===== src/hw/rtl/interval_set_tracker_core_assert.svh =====
// Assertion macros for the interval set tracker.
`ifndef INTERVAL_SET_TRACKER_CORE_ASSERT_SVH
`define INTERVAL_SET_TRACKER_CORE_ASSERT_SVH
// Implication checked on every edge outside reset.
`define IST_ASSERT_IMP(lbl, ante, cons) \
	lbl: assert property (@(posedge clk) disable iff (!arst_n) (ante) |-> (cons)) \
		else $error("assertion failed");
// Next-cycle implication.
`define IST_ASSERT_NXT(lbl, ante, cons) \
	lbl: assert property (@(posedge clk) disable iff (!arst_n) (ante) |=> (cons)) \
		else $error("assertion failed");
`endif


===== src/hw/rtl/ist_pkg.sv =====
// Package: types, constants and command codes of the interval set tracker.
package ist_pkg;
	localparam int MaxIntervals = 64;
	localparam int CoordWidth = 32;
	localparam int IdxW = $clog2(MaxIntervals);
	localparam int CntW = $clog2(MaxIntervals + 1);

	localparam logic [1:0] CMD_ADD = 2'd0;
	localparam logic [1:0] CMD_REMOVE = 2'd1;
	localparam logic [1:0] CMD_QUERY = 2'd2;

	typedef logic [CoordWidth-1:0] coord_t;
	typedef logic [IdxW-1:0] idx_t;
	typedef logic [CntW-1:0] cnt_t;

	typedef struct packed {
		logic [1:0] cmd;
		logic [31:0] range_start;
		logic [31:0] range_end;
	} in_item_t;

	typedef struct packed {
		logic covered;
		logic overflow;
		logic [6:0] interval_count;
	} out_item_t;

	// datapath ops
	localparam logic [2:0] OP_NONE = 3'd0;
	localparam logic [2:0] OP_LOAD = 3'd1;
	localparam logic [2:0] OP_READ = 3'd2;
	localparam logic [2:0] OP_STEP = 3'd3;
	localparam logic [2:0] OP_FINAL = 3'd4;
	localparam logic [2:0] OP_SHIFT = 3'd5;
	localparam logic [2:0] OP_DONE = 3'd6;

	typedef struct packed {
		logic [2:0] op;
	} ctl_t;

	typedef struct packed {
		logic scan_end;
		logic need_shift;
		logic shift_end;
	} sts_t;
endpackage


===== src/hw/rtl/ist_ctrl.sv =====
// Controller: sequences scan, table update and shift passes.
module ist_ctrl (
	input logic clk,
	input logic arst_n,
	input logic start,
	input ist_pkg::sts_t sts,
	output ist_pkg::ctl_t ctl,
	output logic busy
);
	import ist_pkg::*;
	`include "interval_set_tracker_core_assert.svh"

	localparam logic [2:0] S_IDLE = 3'd0;
	localparam logic [2:0] S_READ = 3'd1;
	localparam logic [2:0] S_SCAN = 3'd2;
	localparam logic [2:0] S_FIN = 3'd3;
	localparam logic [2:0] S_SHIFT = 3'd4;
	localparam logic [2:0] S_DONE = 3'd5;

	logic [2:0] state_q;

	always_ff @(posedge clk or negedge arst_n) begin
		if (!arst_n) begin
			state_q <= S_IDLE;
		end else begin
			case (state_q)
				S_IDLE: if (start) state_q <= S_READ;
				S_READ: state_q <= S_SCAN;
				S_SCAN: if (sts.scan_end) state_q <= S_FIN; else state_q <= S_READ;
				S_FIN: state_q <= sts.need_shift ? S_SHIFT : S_DONE;
				S_SHIFT: if (sts.shift_end) state_q <= S_DONE;
				S_DONE: state_q <= S_IDLE;
				default: state_q <= S_IDLE;
			endcase
		end
	end

	always_comb begin
		case (state_q)
			S_IDLE: ctl.op = start ? OP_LOAD : OP_NONE;
			S_READ: ctl.op = OP_READ;
			S_SCAN: ctl.op = OP_STEP;
			S_FIN: ctl.op = OP_FINAL;
			S_SHIFT: ctl.op = OP_SHIFT;
			S_DONE: ctl.op = OP_DONE;
			default: ctl.op = OP_NONE;
		endcase
	end
	assign busy = (state_q != S_IDLE);

	`IST_ASSERT_NXT(a_start_read, state_q == S_IDLE && start, state_q == S_READ)
	`IST_ASSERT_NXT(a_done_idle, state_q == S_DONE, state_q == S_IDLE)
	`IST_ASSERT_IMP(a_busy_load, ctl.op == OP_LOAD, !busy)
endmodule


===== config.mk =====
export PLATFORM = sky130hd
export DESIGN_NAME = ist_ctrl
export DESIGN_NICKNAME = d
export VERILOG_FILES = /design/src/hw/rtl/ist_pkg.sv /design/src/hw/rtl/ist_ctrl.sv
export VERILOG_INCLUDE_DIRS = /design/src /design/src/hw/rtl
export SDC_FILE = /design/constraint.sdc
export NUM_CORES = 1
export LEC_CHECK = 0
export BUFFER_PORTS_ARGS = -buffer_cell sky130_fd_sc_hd__buf_2
export CAP_MARGIN = 30
export CORE_AREA = 5 5 42 44
export CTS_CLUSTER_SIZE = 28
export DETAILED_ROUTE_END_ITERATION = 10
export DIE_AREA = 0 0 47 49
export SLEW_MARGIN = 10
export SYNTH_ARGS = -nofsm -noshare
export SYNTH_HDL_FRONTEND = slang
export SYNTH_SLANG_ARGS = --single-unit

===== constraint.sdc =====
create_clock -name clk -period 2.04 [get_ports clk]
set_input_delay 0.204 -clock clk [delete_from_list [all_inputs] [get_ports clk]]
set_output_delay 0.204 -clock clk [all_outputs]
set_load 0.05 [all_outputs]

Word-level counts from Yosys, hierarchy flattened

Index checks and enable logic that the tools add are counted.

Equality and inequality tests: 7
Muxes and demuxes: 7
Reductions and logical operators: 3

Operators with widths:

| kind                                                                   | number |
|---|---|
| 3-bit one-hot mux with 6 select lines                                  | 1 |
| 3-bit one-hot mux with 5 select lines                                  | 1 |
| 3-bit by 2-bit equality test with 1-bit output (second input constant) | 2 |
| 3-bit equality test (second input constant)                            | 2 |
| 3-bit two-way mux                                                      | 2 |
| 2-bit inequality test (second input constant)                          | 2 |
| 3-bit by 1-bit equality test with 1-bit output (second input constant) | 1 |
| 3-bit zero test                                                        | 1 |
| 3-bit nonzero test                                                     | 1 |
| 1-bit two-way mux                                                      | 2 |
| 2-bit two-way mux                                                      | 1 |
| 2-bit AND reduction                                                    | 1 |

Register bits after elaboration: 3
Input port bits: 6

Logic depth before layout (Yosys ltp)

Word-level depth: 3
Depth in mapped cells: 3
Depth with buffers taken out: 2

Worst setup path before layout

OpenSTA, ideal clock, no wires.

Path type: register -> output
From: register state_q[1]
To: output port ctl[0] in the netlist's numbering
Arrival: 1.714 ns
Data required time: 1.836 ns
Slack: 0.122 ns
Stages on the path, launching flop included: 4
Path buffers: 1
Path through: dfrtp_1 -> buf_2 -> nor3_1 -> a211oi_1

RTL lines:

| item                   | line           | RTL |
|---|---|---|
| start, declared        | ist_ctrl.sv:20 | `logic [2:0] state_q;` |
| start signal, assigned | ist_ctrl.sv:30 | `S_FIN: state_q <= sts.need_shift ? S_SHIFT : S_DONE;` |
| end, declared          | ist_ctrl.sv:7  | `output ist_pkg::ctl_t ctl,` |

==> results.py <==
metrics = {
    "cts": {
        "clock_sinks": 3,
        "cts_htree_levels": 1,
        "clockBufferDepth": 2,
        "cts_made_buffers": 3,
        "clk_latency_ns": 0.23,
        "cts_hold_buffers": 1,
        "clockRootBuffer": "clkbuf_4",
        "path_clk_slew_ns": 0.04,
        "cts-resized-gates": 0,
        "tritoncts": "built",
        "cts_setup_buffers": 0,
    },
    "global_route": {
        "antenna_found_initial": 0,
        "overflow": 0,
        "grt_pass1_vias": 209,
        "grt_pass1_wl_um": 828,
        "grt_max_degree": 11,
        "track_usage_pct": 5.22,
    },
    "setup_path": {
        "start_kind": "flop",
        "r2r_setup_slack_ns": 1.03,
        "ff2ff_path_depth": 2,
        "critPathKind": "reg2out",
        "cp.required_ns": 1.84,
        "r2r_end": "state_q[0]",
        "cp_max_fo": 10,
        "end_kind": "primary output",
        "r2r-start": "state_q[0]",
        "cp-endpoint": "ctl[0]",
        "crit_start": "state_q[1]",
        "critical_path_arrival_ns": 1.32,
    },
    "sta": {
        "finalCritPeriodShare_pct": 74.9,
        "max_slew_margin_pct": 82.3,
        "tns_ns": 0,
        "slew_viol_final": 0,
        "setup_viol": 0,
        "period_minus_slack_ns": 1.53,
        "hold_violations": 0,
        "rsz0062_at_grt": "false",
        "timing.fmax_mhz": 654,
        "clock_skew_ns": 0.000116,
        "tightest_slew_ns": 0.266,
    },
    "logic_synthesis": {
        "muxShareOfSynthArea_pct": 0,
        "syn-cell-area_um2": 195,
        "yosysTopAreaCellShare_pct": 38.5,
        "seq_area_frac_synth_pct": 38.5,
        "ys_ff_latch": 3,
        "synth_xor_area_share_pct": 0,
        "yosysMostFrequentCell": "dfrtp_1",
        "synth_common_cells": "dfrtp_1, nand2b_1, nand3b_1, o21ai_1",
        "syn_avg_cell_area_um2": 9.29,
        "synth_top_cell_by_area": "dfrtp_1",
        "synth_compound_area_share_pct": 20.5,
        "yosys.area_share.simple_pct": 36.5,
        "synth_top_family_by_area": "simple AND/OR/NAND/NOR gates",
        "async_reset_ff_share_pct": 100,
        "synth_edf_count": 0,
        "ys.flop_type": "dfrtp_1",
        "synthCells": 21,
        "ys.warnings.count": 0,
        "synth_cell_types": 16,
        "synthAdderAreaFrac_pct": 0,
        "synth_area_leaders": "dfrtp_1, nand3b_1, nand2b_1",
        "syn_nets": 27,
    },
    "route": {
        "vias": 210,
        "via_per_inst": 4.20,
        "ant_nets": 0,
        "drt_iter0_markers": 2,
        "drtPass1Iterations": 2,
        "drc": 0,
        "wire_per_inst_um": 10.1,
        "wl_um": 507,
    },
    "layout": {
        "area_growth_pct": 49.4,
        "top_regs": "state_q: 3 flops",
        "top_register": "state_q",
        "layout-drive-gt1-share_pct": 38.2,
        "largest_register_ffs": 3,
        "num-nets-final": 41,
        "antenna_cells": 0,
    },
    "floorplan": {
        "start_util_pct": 13.9,
        "dieArea_um2": 2300,
        "die_x_um": 47,
        "core_um2": 1400,
        "ios": 10,
        "chipHeight_um": 49,
        "rows": 14,
    },
    "run": {
        "maxCapViolCount": 0,
    },
    "place": {
        "gp_congestion": 0.582,
        "place.port_buffers": 9,
    },
    "run_status": {
        "status": "completed",
    },
    "worst_hold_path": {
        "hp-class": "in2reg",
    },
}
## layout by cell type (no fill, tap or decap), types with 2 or more instances in the layout
master / n
buf_2: 9
clkbuf_4: 3
dfrtp_1: 3
nand2b_1: 2
nand3b_1: 2
o21ai_1: 2
## worst min path at each step
stage / from / endpoint / slack (ns) / cells after the start
after global placement: arst_n / state_q[2] / 0.001 / 1
after global routing: sts[2] / state_q[1] / 0.29 / 3
after detailed placement: arst_n / state_q[1] / -0.0006 / 1
final: sts[2] / state_q[1] / 0.25 / 3
after floorplan: arst_n / state_q[0] / -0.09 / 0
after CTS: sts[2] / state_q[1] / 0.25 / 3
## critical path, cell delays in order (launching register included)
cell and delay (ns):
dfrtp_1 0.48, nor3_1 0.10, a211oi_1 0.21, buf_2 0.30
## stage by stage
stage               cells  hold slack (ns)  instance area, µm²  util [%]  worst slack (ns)
floorplan              21          -0.0916                 195         -             0.122
global placement       45          0.00147                 255      18.2             0.757
detailed placement     45        -0.000650                 255      18.2             0.770
CTS                    50            0.248                 292      20.8             0.488
global route           50            0.286                 292      20.8             0.349
finish                 50            0.252                 292      20.8             0.512
## layout make-up
| class | count | area, µm² |
|---|---|---|
| sequential | 3 | 75.1 |
| timing repair buffer | 10 | 55.1 |
| multi-input combinational | 16 | 111 |
| clock buffer | 4 | 26.3 |
| inverter | 1 | 3.75 |
| tap | 16 | 20.0 |
| fill | 168 | 1110 |
## cell families (layout without fill, tap and decap cells)
group | count (synthesis) | in the layout
AOI/OAI and AO/OA | 6 | 6
and+or+nand+nor | 10 | 10
buffers and inverters | 2 | 15
DFF | 3 | 3
## metal layers
| layer | part of all wire [%] | track usage, % | routed length [µm] | up-vias |
|---|---|---|---|---|
| met1 | 38 | 6.19 | 191 | 95 |
| met4 | 2.2 | 6.91 | 11 | 0 |
| met2 | 50 | 6.56 | 253 | 8 |
| met5 | 0 | 0 | 0 | - |
| li1 | - | - | - | 105 |
| met3 | 10 | 0.738 | 51 | 2 |
Power is not shown: default switching activity piles up to over one toggle a cycle in this logic, so the estimate is an artifact.
